## config.mk

```make
export PLATFORM = sky130hd
export DESIGN_NAME = icon_tile_slot_cache_core
export DESIGN_NICKNAME = d
export VERILOG_FILES = /design/src/design/itsc_pkg.sv /design/src/design/itsc_ctrl.sv /design/src/design/itsc_datapath.sv /design/src/design/icon_tile_slot_cache_core.sv
export SDC_FILE = /design/constraint.sdc
export NUM_CORES = 1
export LEC_CHECK = 0
export ABC_CLOCK_PERIOD_IN_PS = 4000
export BUFFER_PORTS_ARGS = -buffer_cell sky130_fd_sc_hd__buf_2
export CAP_MARGIN = 20
export CORE_AREA = 2 2 348 350
export CTS_CLUSTER_DIAMETER = 100
export DETAILED_ROUTE_END_ITERATION = 16
export DIE_AREA = 0 0 350 352
export GPL_ROUTABILITY_DRIVEN = 0
export PLACE_DENSITY_LB_ADDON = 0.12
export SETUP_SLACK_MARGIN = 0.15
export SLEW_MARGIN = 30
export SYNTH_ARGS = -nofsm -noshare
export SYNTH_HDL_FRONTEND = slang
export SYNTH_SLANG_ARGS = --single-unit
```

## constraint.sdc

```tcl
create_clock -name clk_i -period 4 [get_ports clk_i]
set_clock_uncertainty 0.1 [all_clocks]
set_input_delay 0.4 -clock clk_i [delete_from_list [all_inputs] [get_ports clk_i]]
set_output_delay 0.4 -clock clk_i [all_outputs]
set_load 0.02 [all_outputs]
```

## src/design/itsc_pkg.sv

```systemverilog
// Package for the icon tile slot cache: request codes, the free-slot mark
// and the command struct between controller and datapath. No dependencies.
package itsc_pkg;

  localparam int IconW = 16;
  localparam int FuncW = 2;
  localparam int BaseW = 10;
  localparam int TileW = 16;

  localparam logic [IconW-1:0] FREE_MARK = 16'hFFFF;
  localparam logic [BaseW-1:0] BASE_RESET = 10'd1023;

  localparam logic [FuncW-1:0] FUNC_GET       = 2'd0;
  localparam logic [FuncW-1:0] FUNC_CLEAR_ONE = 2'd1;
  localparam logic [FuncW-1:0] FUNC_CLEAR_ALL = 2'd2;

  // Commands from the controller to the datapath.
  typedef struct packed {
    logic capture;  // Take the request fields into the datapath.
    logic match;    // Compare every slot against the captured icon.
    logic commit;   // Update the table and load the result register.
  } itsc_cmd_t;

endpackage

```

## src/design/itsc_ctrl.sv

```systemverilog
// Controller of the icon tile slot cache: sequences capture, match and
// commit for each request and owns the output valid flag. Uses itsc_pkg.
module itsc_ctrl
  import itsc_pkg::*;
(
  input  logic      clk_i,
  input  logic      rst_ni,
  input  logic      in_valid_i,
  output logic      in_ready_o,
  output logic      out_valid_o,
  input  logic      out_ready_i,
  output itsc_cmd_t cmd_o
);

  typedef enum logic [2:0] {
    ST_IDLE   = 3'b001,
    ST_MATCH  = 3'b010,
    ST_COMMIT = 3'b100
  } state_e;

  state_e state_q, state_d;
  logic   out_valid_q, out_valid_d;
  logic   accept;
  logic   commit;

  assign in_ready_o  = (state_q == ST_IDLE);
  assign accept      = in_valid_i && in_ready_o;
  // The result register may be reloaded once its current request is gone.
  assign commit      = (state_q == ST_COMMIT) && (!out_valid_q || out_ready_i);
  assign out_valid_o = out_valid_q;

  always_comb begin
    cmd_o.capture = accept;
    cmd_o.match   = (state_q == ST_MATCH);
    cmd_o.commit  = commit;
  end

  always_comb begin
    state_d = state_q;
    unique case (state_q)
      ST_IDLE: begin
        if (accept) state_d = ST_MATCH;
      end
      ST_MATCH: begin
        state_d = ST_COMMIT;
      end
      ST_COMMIT: begin
        if (commit) state_d = ST_IDLE;
      end
      default: begin
        state_d = ST_IDLE;
      end
    endcase
  end

  always_comb begin
    out_valid_d = out_valid_q;
    if (out_valid_q && out_ready_i) out_valid_d = 1'b0;
    if (commit) out_valid_d = 1'b1;
  end

  always_ff @(posedge clk_i or negedge rst_ni) begin
    if (!rst_ni) begin
      state_q     <= ST_IDLE;
      out_valid_q <= 1'b0;
    end else begin
      state_q     <= state_d;
      out_valid_q <= out_valid_d;
    end
  end

  a_state_onehot: assert property (@(posedge clk_i) disable iff (!rst_ni)
    $onehot(state_q))
    else $error("controller state is not one-hot");

  a_accept_to_match: assert property (@(posedge clk_i) disable iff (!rst_ni)
    accept |=> (state_q == ST_MATCH))
    else $error("accepted request did not move to the match step");

  a_commit_shows_result: assert property (@(posedge clk_i) disable iff (!rst_ni)
    commit |=> (out_valid_q && (state_q == ST_IDLE)))
    else $error("commit did not present a result");

endmodule

```

## src/design/itsc_datapath.sv

```systemverilog
// Datapath of the icon tile slot cache: slot table with valid bits,
// parallel compare, first-match and first-free encoders, result register.
// Uses itsc_pkg.
module itsc_datapath
  import itsc_pkg::*;
#(
  parameter int SLOTS = 32
) (
  input  logic             clk_i,
  input  logic             rst_ni,
  input  itsc_cmd_t        cmd_i,
  input  logic [FuncW-1:0] func_i,
  input  logic [IconW-1:0] icon_i,
  input  logic             cfg_we_i,
  input  logic [BaseW-1:0] cfg_wdata_i,
  output logic [TileW-1:0] tile_o,
  output logic             hit_o,
  output logic             needs_load_o,
  output logic             full_res_o
);

  localparam int IdxW = (SLOTS > 1) ? $clog2(SLOTS) : 1;
  localparam int NumW = $clog2(SLOTS + 1);

  logic [FuncW-1:0] func_q;
  logic [IconW-1:0] icon_q;
  logic [BaseW-1:0] base_q;
  logic [IconW-1:0] icon_tab_q [SLOTS];
  logic [SLOTS-1:0] valid_q, valid_d;
  logic [SLOTS-1:0] match_q, match_d;
  logic [SLOTS-1:0] free_q, free_d;

  logic [TileW-1:0] tile_q, tile_d;
  logic             hit_q, hit_d;
  logic             load_q, load_d;
  logic             full_q, full_d;

  logic [IdxW-1:0]  hit_idx, free_idx;
  logic             any_hit, any_free;
  logic             reserved;
  logic             alloc;
  logic [NumW-1:0]  hit_num, free_num;
  logic [TileW-1:0] hit_tile, free_tile, base_tile;

  // Parallel compare, registered before the encoders.
  always_comb begin
    for (int i = 0; i < SLOTS; i++) begin
      match_d[i] = valid_q[i] && (icon_tab_q[i] == icon_q);
      free_d[i]  = !valid_q[i];
    end
  end

  // Lowest set bit wins in both encoders.
  always_comb begin
    hit_idx  = '0;
    free_idx = '0;
    for (int i = SLOTS - 1; i >= 0; i--) begin
      if (match_q[i]) hit_idx = IdxW'(i);
      if (free_q[i]) free_idx = IdxW'(i);
    end
  end

  assign any_hit  = |match_q;
  assign any_free = |free_q;
  assign reserved = (icon_q == FREE_MARK);

  // Tile of 1-based slot s is base minus four times s, modulo 2^16.
  assign hit_num   = NumW'(hit_idx) + NumW'(1);
  assign free_num  = NumW'(free_idx) + NumW'(1);
  assign base_tile = TileW'(base_q);
  assign hit_tile  = base_tile - TileW'({hit_num, 2'b00});
  assign free_tile = base_tile - TileW'({free_num, 2'b00});

  always_comb begin
    tile_d  = '0;
    hit_d   = 1'b0;
    load_d  = 1'b0;
    full_d  = 1'b0;
    alloc   = 1'b0;
    valid_d = valid_q;
    unique case (func_q)
      FUNC_GET: begin
        if (reserved) begin
          tile_d = base_tile;
        end else if (any_hit) begin
          hit_d  = 1'b1;
          tile_d = hit_tile;
        end else if (any_free) begin
          load_d            = 1'b1;
          alloc             = 1'b1;
          tile_d            = free_tile;
          valid_d[free_idx] = 1'b1;
        end else begin
          full_d = 1'b1;
          tile_d = base_tile;
        end
      end
      FUNC_CLEAR_ONE: begin
        if (!reserved && any_hit) begin
          hit_d            = 1'b1;
          valid_d[hit_idx] = 1'b0;
        end
      end
      FUNC_CLEAR_ALL: begin
        valid_d = '0;
      end
      default: begin
      end
    endcase
  end

  always_ff @(posedge clk_i or negedge rst_ni) begin
    if (!rst_ni) begin
      valid_q <= '0;
      base_q  <= BASE_RESET;
    end else begin
      if (cmd_i.commit) valid_q <= valid_d;
      if (cfg_we_i) base_q <= cfg_wdata_i;
    end
  end

  always_ff @(posedge clk_i) begin
    if (cmd_i.capture) begin
      func_q <= func_i;
      icon_q <= icon_i;
    end
    if (cmd_i.match) begin
      match_q <= match_d;
      free_q  <= free_d;
    end
    if (cmd_i.commit) begin
      tile_q <= tile_d;
      hit_q  <= hit_d;
      load_q <= load_d;
      full_q <= full_d;
      if (alloc) icon_tab_q[free_idx] <= icon_q;
    end
  end

  assign tile_o       = tile_q;
  assign hit_o        = hit_q;
  assign needs_load_o = load_q;
  assign full_res_o   = full_q;

  a_flags_exclusive: assert property (@(posedge clk_i) disable iff (!rst_ni)
    cmd_i.commit |=> $onehot0({hit_q, load_q, full_q}))
    else $error("more than one result flag set");

  a_hit_slot_valid: assert property (@(posedge clk_i) disable iff (!rst_ni)
    (cmd_i.commit && any_hit) |-> valid_q[hit_idx])
    else $error("matched slot is not in use");

  a_alloc_sets_valid: assert property (@(posedge clk_i) disable iff (!rst_ni)
    (cmd_i.commit && alloc) |=> valid_q[$past(free_idx)])
    else $error("allocated slot not marked in use");

endmodule

```

## src/design/icon_tile_slot_cache_core.sv

```systemverilog
// Icon tile slot cache, top level: joins the controller and the datapath.
// Uses itsc_pkg, itsc_ctrl and itsc_datapath.
//
// Usage: each request on the input channel (func_i, icon_i) carries a get,
// a clear-one or a clear-all, and produces exactly one result request on
// the output channel (tile_o, hit_o, needs_load_o, full_res_o). A get that
// hits returns the tile of the first matching slot; a miss stores the icon
// in the first free slot and raises needs_load_o; a miss with no free slot
// raises full_res_o; it and a get of the free mark return the base tile.
// Timing: an accepted request passes a match step, which registers its
// compare against all slots, and a commit step, which loads the output
// register and raises out_valid_o. in_ready_o returns at that edge; no new
// request is taken while one is in its match or commit step. The compare
// and encode steps of the slot table each have a register after them.
// When the receiver stalls, the result stays in the output register; a new
// request can still be taken and compared, and it commits as soon as the
// previous result has been taken.
// Reset clears every slot valid bit at once (no clearing pass), sets the
// tile base to 1023 and empties the output register. The user writes the
// base via cfg_we_i/cfg_wdata_i with no request in flight; not enforced.
module icon_tile_slot_cache_core
  import itsc_pkg::*;
#(
  parameter int SLOTS = 32
) (
  input  logic             clk_i,
  input  logic             rst_ni,
  input  logic             in_valid_i,
  output logic             in_ready_o,
  input  logic [FuncW-1:0] func_i,
  input  logic [IconW-1:0] icon_i,
  output logic             out_valid_o,
  input  logic             out_ready_i,
  output logic [TileW-1:0] tile_o,
  output logic             hit_o,
  output logic             needs_load_o,
  output logic             full_res_o,
  input  logic             cfg_we_i,
  input  logic [BaseW-1:0] cfg_wdata_i
);

  itsc_cmd_t cmd;

  // The controller only sequences; all table state lives in the datapath.
  itsc_ctrl u_ctrl (
    .clk_i       (clk_i),
    .rst_ni      (rst_ni),
    .in_valid_i  (in_valid_i),
    .in_ready_o  (in_ready_o),
    .out_valid_o (out_valid_o),
    .out_ready_i (out_ready_i),
    .cmd_o       (cmd)
  );

  itsc_datapath #(
    .SLOTS (SLOTS)
  ) u_datapath (
    .clk_i        (clk_i),
    .rst_ni       (rst_ni),
    .cmd_i        (cmd),
    .func_i       (func_i),
    .icon_i       (icon_i),
    .cfg_we_i     (cfg_we_i),
    .cfg_wdata_i  (cfg_wdata_i),
    .tile_o       (tile_o),
    .hit_o        (hit_o),
    .needs_load_o (needs_load_o),
    .full_res_o   (full_res_o)
  );

endmodule

```

---- After elaboration in Yosys (flattened, before gate mapping) ----
Memory sizes are Yosys's and may differ from the RTL's.
Cells that the tools add are included.
storage, ports and cells
  logic and storage cells ................. 245
  memories kept ........................... 1
  bits in registers ....................... 147
  RAM bits ................................ 512
operators by class
  bitwise logic cells ..................... 4
  add/sub/neg operators ................... 4
  multiplexer cells ....................... 93
  equality and inequality tests ........... 44
  $lt $le $gt $ge ......................... 4
  reduce and logical (&&, ||, !) cells .... 82
memory list
  name                   words  bits a word  rd ports  clocked after Yosys merged registers in  wr ports  RTL line             text
  u_datapath.icon_tab_q  32     16           32        0                                        1         itsc_datapath.sv:28  logic [IconW-1:0] icon_tab_q [SLOTS];
operators by type and width
  operator                number
  $eq A16 B16 Y1          32
  $mux W5                 64
  $mux W32                4
  $pmux W32 S3            1
  $reduce_or A32 Y1       2
  $logic_and A1 B1 Y1     38
  $logic_not A1 Y1        34
  $reduce_or A34 Y1       1
  $and A32 B32 Y32        1
  $mux W16                2
  $not A32 Y32            1
  $or A32 B32 Y32         1
  $sub A10 B8 Y11         2
  $eq A16 B16 Y1 const B  1
  $mux W1                 15
  $add A5 B1 Y6 const B   2
  $lt A5 B6 Y1 const B    2
  $demux W1 S5            2
  $ge A5 B1 Y1 const B    2
  $mux W10                1
  $pmux W3 S3             1
  $mux W3                 2
  $ne A2 B1 Y1 const B    3
  $ne A2 B2 Y1 const B    3
  14 further kinds        14

---- Depth between registers and ports, before layout ----
Gate-level depths: netlist (run 1).
  depth after elaboration ................. 41
  gate-level depth with buffers ........... 19
  gate-level depth less buffers ........... 18

---- By module ----
A second synthesis (run 1) with hierarchy kept.
unflattened totals
  cell total of the unflattened synthesis .. 1991
  area, all modules ....................... 28892.7 um^2
modules (own cells, without submodules)
  module         instances  area an instance (um^2)  cells each
  itsc_datapath  1          28656.2                  1970
  itsc_ctrl      1          236.5                    21

---- Worst setup path after synthesis (run 1) ----
OpenSTA, ideal clock, no wires.
  path kind ............................... register to register
  start point ............................. reg u_datapath.free_q[30]
  end point ............................... reg u_datapath.tile_q[9], in the netlist u_datapath.tile_o[9] (data pin)
  data required time ...................... 3.645 ns
  period minus slack after synthesis ...... 4.009 ns
  stages on the path, launching flop included .. 18
  setup time .............................. 0.255 ns
  slack ................................... -0.009 ns
  arrival ................................. 3.655 ns
  cells stage by stage .................... edfxtp_1 nand2b_1 a221oi_1 o22ai_1 o41ai_1 a21oi_1 nor3_1 ha_1 clkbuf_1 xor2_1 ha_1 o21a_1 o31a_1 o31ai_1 and4b_1 o21ai_0 xnor2_1 and2_1
between the ends
  cells in the longest elaborated chain, start to end .. 36
  elaborated cells on any way between the ends .. 37
  classes of those cells .................. add/sub: 2; mux: 34; reduce/logical: 1
ends and longest elaborated chain
  item                    RTL line              text
  start, declared         itsc_datapath.sv:31   logic [SLOTS-1:0] free_q, free_d;
  start signal, assigned  itsc_datapath.sv:129  free_q <= free_d;
  $mux W5 (31 in series)  itsc_datapath.sv:59   if (free_q[i]) free_idx = IdxW'(i);
  $add A5 B1 Y6           itsc_datapath.sv:69   assign free_num = NumW'(free_idx) + NumW'(1);
  $sub A10 B8 Y11         itsc_datapath.sv:72   assign free_tile = base_tile - TileW'({free_num, 2'b00});
  $mux W16 (*)            itsc_datapath.sv:88   end else if (any_free) begin
  $mux W16 (*)            itsc_datapath.sv:85   end else if (any_hit) begin
  $mux W10 (*)            itsc_datapath.sv:83   if (reserved) begin
  end signal, assigned    itsc_datapath.sv:132  tile_q <= tile_d;
  end, declared           itsc_datapath.sv:33   logic [TileW-1:0] tile_q, tile_d;
Mark *: on every way between the ends. The rest lies on a longest branch, timed or not.
A chain may end at the register's enable or synchronous reset.

---- Worst setup path in the final report (run 1) ----
  start point ............................. reg u_datapath.free_q[23]
  end point ............................... reg u_datapath.tile_q[9], in the netlist u_datapath.tile_o[9] (data pin)
between the ends
  cells in the longest elaborated chain, start to end .. 29
  elaborated cells on any way between the ends .. 30
  classes of those cells .................. add/sub: 2; mux: 27; reduce/logical: 1
ends and longest elaborated chain
  item                    RTL line
  $mux W5 (24 in series)  itsc_datapath.sv:59
  $add A5 B1 Y6           itsc_datapath.sv:69
  $sub A10 B8 Y11         itsc_datapath.sv:72
  $mux W16 (*)            itsc_datapath.sv:88
  $mux W16 (*)            itsc_datapath.sv:85
  $mux W10 (*)            itsc_datapath.sv:83
Marks and branches as above.

==> results of run 1 <==
-- registers in the layout (all words and copies together) (netlist names) --
| name | flops |
|---|---|
| u_datapath.match_q | 32 |
| u_datapath.hit_o | 1 |
| u_datapath.needs_load_o | 1 |
| u_datapath.func_q | 2 |
| u_datapath.base_q | 10 |
| u_datapath.full_res_o | 1 |
| u_datapath.valid_q | 32 |
| u_datapath.tile_o | 11 |
| u_datapath.icon_q | 16 |
| u_datapath.icon_tab_q | 512 |
| u_datapath.free_q | 32 |
| u_ctrl.out_valid_o | 1 |
| u_ctrl.state_q | 3 |
-- timing repair --
item	CTS	global route
setup endpoints to repair	85	53
resized for setup	30	28
cloned	0	1
setup buffers	5	9
pin swaps	23	24
hold endpoints to repair	44	0
hold buffers	30	0
-- worst min-delay path, cell delays in order --
cell     delay [ps]
buf_2           200
nand2_1          90
o21ai_0          80
-- layer usage --
metal	vias up	GRT usage, %	part of all wire [%]	wire length [µm]
li1	7741	-	-	-
met1	8376	17.9	48	38400
met2	270	20.5	46	36700
met3	117	1.90	3.2	2580
met4	0	3.82	2.4	1940
met5	-	0	0	0
-- power by group --
part | switching (mW) | internal (mW)
logic | 1.86 | 0.863
registers | 0.117 | 7.91
clock network | 2.86 | 4.06
-- logic make-up (layout without fill, tap and decap cells) --
| group | count (synthesis) | count (layout) | synth area share (%) |
|---|---|---|---|
| muxes | 9 | 9 | 0.350 |
| and+or+nand+nor | 427 | 427 | 8.07 |
| adders and majority gates | 25 | 25 | 1.15 |
| DFF | 654 | 654 | 68.0 |
| AOI/OAI and AO/OA | 205 | 205 | 4.45 |
| xor gates and xnor gates | 521 | 521 | 16.0 |
| buffers and inverters | 146 | 429 | 2.01 |
-- worst min path at each step --
stage	slack, ps	endpoint	from	cells past startpoint
floorplan	4	u_ctrl.out_valid_o	rst_ni	0
global placement	370	u_ctrl.state_q[2]	rst_ni	1
detailed placement	370	u_ctrl.state_q[1]	rst_ni	1
CTS	30	u_datapath.base_q[2]	cfg_we_i	3
global route	60	u_datapath.base_q[2]	cfg_we_i	3
finish	60	u_datapath.base_q[2]	cfg_we_i	3
-- synth_stat cells (38+ instances only) --
| master | n |
|---|---|
| edfxtp_1 | 608 |
| xor2_1 | 515 |
| nor4_1 | 116 |
| nor3_1 | 85 |
| nor2_1 | 80 |
| inv_1 | 55 |
| o21ai_0 | 50 |
| a21oi_1 | 46 |
| buf_1 | 44 |
| a31oi_1 | 41 |
| nand2_1 | 38 |
| nand4_1 | 38 |
-- area by class of cell --
type,count,area (µm²),share of cell area (%)
inverters,55,206,0.588
clock inverters,39,279,0.794
flip-flops and latches,654,19400,55.3
repair buffers,228,2160,6.14
well taps,1612,2020,5.74
multi-input cells,1187,8830,25.1
clock buffers,107,2210,6.28
==> impl_metrics.ini, run 1 <==
[place]
pre_cts_ws_ps = -176
port_buffers = 53
place_inst = 3691
placed_area_mm2 = 0.0320
dp_hpwl_mm = 46.2

[synthesis]
netlist_instances = 1987
yosys_warnings = 0
synth_seq_area_share_pct = 68.0
synth-async-reset-ratio_pct = 7.03
netlist-cell-type-count = 59
synth-seq-cells = 654
synth_largest_area_cell = edfxtp_1
syn_nets = 2045
synth_enable_flop_cells = 608
syn_area_mm2 = 0.0286
synthFlopType = edfxtp_1
synth_top_area_share_pct = 63.9
synth.area.top_cells = edfxtp_1 (64%), xor2_1 (16%), dfrtp_1 (3.1%)
syn_avg_cell_area_um2 = 14.4

[run]
max_cap_viol_count = 0

[sta]
worstMarginPinSlew_ps = 926
max_slew_margin_pct = 38.3
slew_violations = 0
setup_viol = 0
hold_ws_ps = 56.5
period_needed_ps = 3870
post-route-period-util_pct = 96.8
max_freq_mhz = 258
fin_ws_ps = 127
grt_setup_unrepaired = true
final_hold_viol_count = 0
fin_tns_setup_ps = 0

[cells_and_area]
fin_area_mm2 = 0.0351
layout_commonest_cell = edfxtp_1
fin_util_pct = 29.4
drive_above_1_share_pct = 16.7
layout_common_cells = edfxtp_1 (608), xor2_1 (514), nor4_1 (112)
antenna_cells = 0
fillerInstances = 11900
nNetsFinal = 2263
area_growth_pct = 23.0
finalNonFillerCells = 3882

[critical_path]
arrival_ps = 4160
critPathTopFamily = compound AO/OA/AOI/OAI gates
worst-path-buf-inv = 0
r2r-end = u_datapath.tile_o[9]
critical_path_class = reg2reg
ff2ff_setup_slack_ps = 130
cp-start-kind = register
crit_end = u_datapath.tile_o[9]
cp-end-kind = register
required_ps = 4280
critPathSlowestCell = edfxtp_1
ff2ff_path_depth = 16
cp_max_fo = 3
worstSetupStartpoint = u_datapath.free_q[23]
path_cells = nor2_2 -> o21ai_1 -> a311o_1 -> a2111oi_4 -> o21ai_1 -> and2_4 -> ha_4 -> xor2_2 -> ha_1 -> o21a_1 -> o31a_1 -> o31ai_2 -> and4b_1 -> o21ai_2 -> xnor2_1 -> and2_1
regToRegStartpoint = u_datapath.free_q[23]
slowest_delay_ps = 420
cp.depth = 16
cp_common_cell = o21ai_1

[die]
rows = 127
die-area_mm2 = 0.123
die_y_um = 352
initial_core_util_pct = 23.9
num_io_pins = 54
die_w_um = 350
core_mm2 = 0.119

[drt]
firstDrtPassIters = 5
drt-total-wl_mm = 79.7
ant_nets = 0
drt_iter0_drc = 953
drc = 0
vias = 16500
via_per_inst = 4.25
wl_per_cell_um = 20.5

[clock_tree]
cts_root_buffer = clkbuf_16
tritoncts = yes
htree_levels = 3
clock-sinks = 654
numCtsBuffers = 79
clock_path_buffers = 3
clock_latency_ps = 640
path_clk_slew_ps = 60

[power]
power_leakage_nw = 11.7
cellPowerDensity_mw_per_mm2 = 503
finalPower_mw = 17.7
ir_drop_mv = 0.300

[global_route]
grt_start_max_net_pins = 65
grt_pass1_wl_mm = 117
antenna_found_initial = 1
grt_pass1_vias = 17000
grt_util_all_layers_pct = 12.9
grt_overflow_total = 0

[status]
status = complete, no violations

[min_path]
hp-class = in2reg
No activity file was read; power rests on OpenSTA's default activity.
==> inputs of run 2 (changes only) <==
--- a/config.mk
+++ b/config.mk
@@ -5,13 +5,13 @@
 export SDC_FILE = /design/constraint.sdc
 export NUM_CORES = 1
 export LEC_CHECK = 0
-export ABC_CLOCK_PERIOD_IN_PS = 4000
+export ABC_CLOCK_PERIOD_IN_PS = 3850
 export BUFFER_PORTS_ARGS = -buffer_cell sky130_fd_sc_hd__buf_2
 export CAP_MARGIN = 20
-export CORE_AREA = 2 2 348 350
+export CORE_AREA = 2 2 402 245
 export CTS_CLUSTER_DIAMETER = 100
 export DETAILED_ROUTE_END_ITERATION = 16
-export DIE_AREA = 0 0 350 352
+export DIE_AREA = 0 0 404 247
 export GPL_ROUTABILITY_DRIVEN = 0
 export PLACE_DENSITY_LB_ADDON = 0.12
 export SETUP_SLACK_MARGIN = 0.15
==> constraint.sdc (replaced) <==
create_clock -name clk_i -period 3.85 [get_ports clk_i]
set_clock_uncertainty 0.1 [all_clocks]
set_input_delay 0.385 -clock clk_i [delete_from_list [all_inputs] [get_ports clk_i]]
set_output_delay 0.385 -clock clk_i [all_outputs]
set_load 0.02 [all_outputs]
==> run 2 against run 1 <==
- the run now ends with negative setup slack left
- first-iteration DRC count rose by 44%
- core utilization rose by 7.0 points
- power fell by 2.8%
- sequential share of layout area fell by 0.21 points
- wire length fell by 1.2%
- combinational power rose by 8.1%
- via count rose by 2.3%
- worst setup slack got worse by 150 ps
- critical endpoint is now u_datapath.tile_o[7]
==> impl_metrics.ini, run 2 (synthesized netlist as in run 1, its figures left out) <==
[status]
status = complete, but fails checks
violations = negative setup slack

[critical_path]
arrival_ps = 4160
cp-start-kind = register
worstSetupStartpoint = u_datapath.free_q[30]
required_ps = 4130
cp-end-kind = register
critical_path_class = reg2reg
regToRegStartpoint = u_datapath.free_q[30]
cp_max_fo = 4

[global_route]
grt_pass1_wl_mm = 113
grt_overflow_total = 0
antenna_found_initial = 4
grt_start_max_net_pins = 65
grt_util_all_layers_pct = 15.2
grt_pass1_vias = 16800

[sta]
period_needed_ps = 3880
fin_ws_ps = -25.5
worstMarginPinSlew_ps = 1290
max_slew_margin_pct = 13.9
final_hold_viol_count = 0
grt_setup_unrepaired = true
max_freq_mhz = 258
setup_viol = 1
slew_violations = 0
post-route-period-util_pct = 101

[min_path]
hp-start = out_ready_i
hp-class = in2reg

[clock_tree]
clock_latency_ps = 640
htree_levels = 2
path_clk_slew_ps = 70
cts_root_buffer = clkbuf_16
numCtsBuffers = 61
clock-sinks = 654
tritoncts = yes
clock_path_buffers = 3

[die]
initial_core_util_pct = 29.6
die_y_um = 247
num_io_pins = 54
core_mm2 = 0.0967
die_w_um = 404
die-area_mm2 = 0.0998
rows = 89

[cells_and_area]
area_growth_pct = 23.4
drive_above_1_share_pct = 19.0
fin_area_mm2 = 0.0353
multi_input_area_mm2 = 0.00913
fillerInstances = 9190
layout_common_cells = edfxtp_1 (608), xor2_1 (515), buf_4 (117)
layout_commonest_cell = edfxtp_1
nNetsFinal = 2300
largest_reg_flops = 512
regMostFlops = u_datapath.icon_tab_q
register_area_mm2 = 0.0194

[run]
max_cap_viol_count = 0

[drt]
drt_iter0_drc = 1372
wl_per_cell_um = 22.1
drc = 0
via_per_inst = 4.73
drt-total-wl_mm = 78.8
vias = 16900
ant_nets = 0
firstDrtPassIters = 5

[power]
cellPowerDensity_mw_per_mm2 = 488
power_leakage_nw = 11.9
ir_drop_mv = 0.415

[place]
dp_hpwl_mm = 44.1
port_buffers = 53
placed_area_mm2 = 0.0319
pre_cts_ws_ps = -332
-- run 2: where the power goes --
part / total (mW) / internal (mW) / switching (mW)
combinational: 2.94 / 0.959 / 1.98
sequential: 8.33 / 8.21 / 0.118
clock: 5.92 / 3.25 / 2.67
total: 17.2 / 12.4 / 4.77
-- run 2: final timing paths --
path	endpoint	slack [ps]	cells past startpoint
worst max-delay path	u_datapath.tile_o[7]	-30	20
worst min-delay path	u_ctrl.out_valid_o	50	3
worst max register to register	u_datapath.tile_o[7]	-30	20
worst min register to register	u_datapath.valid_q[2]	450	2
max in group asynchronous	u_datapath.valid_q[2]	2540	3
min in group asynchronous	u_datapath.valid_q[16]	220	2
-- run 2: worst max-delay path, cell delays in order (launching register included) --
cell	delay (ps)
edfxtp_1	390
buf_4	150
nor2_1	80
o311ai_1	90
a311o_1	370
a2111oi_4	380
o21ai_2	100
and2_4	180
ha_4	160
buf_4	150
a211oi_2	170
o21ai_1	100
ha_1	310
o21a_1	140
o31ai_2	70
buf_4	130
buf_4	120
buf_4	120
buf_4	120
a21oi_1	100
o21ai_0	80
-- run 2: per-layer routing --
metal  part of all wire (%)  track usage [%]  vias to the layer above
met5                      0                0                        -
li1                       -                -                     7815
met4                    1.5             3.18                        0
met2                     41             21.5                      382
met1                     53             24.2                     8586
met3                    4.6             2.33                       95
-- run 2: final cells by class --
class	instances	area share, %
multi-input cells	1187	25.9
repair buffers	283	8.53
diodes	1	0.00710
well taps	1274	4.52
flip-flops and latches	654	55.1
clock buffers	81	4.66
clock inverters	31	0.706
inverters	55	0.586
-- run 2: stage by stage --
step	setup TNS, ps	std cells	power (mW)	util [%]	hold slack (ps)
2_1_floorplan	0	1987	10.2	-	-10.6
3_3_place_gp	-645	3385	11.3	33.0	331
3_5_place_dp	-943	3385	11.4	33.0	340
4_1_cts	-156	3541	17.4	35.6	10.9
5_1_grt	-558	3565	18.0	36.5	35.7
6_report	-25.5	3566	17.2	36.5	46.1
-- run 2: what timing repair did --
item,CTS,global route
cloned,0,13
endpoints found under the setup margin,253,519
endpoints found under the hold margin,39,0
hold buffers,32,0
setup buffers,12,11
pin swaps,18,31
resized for setup,42,110
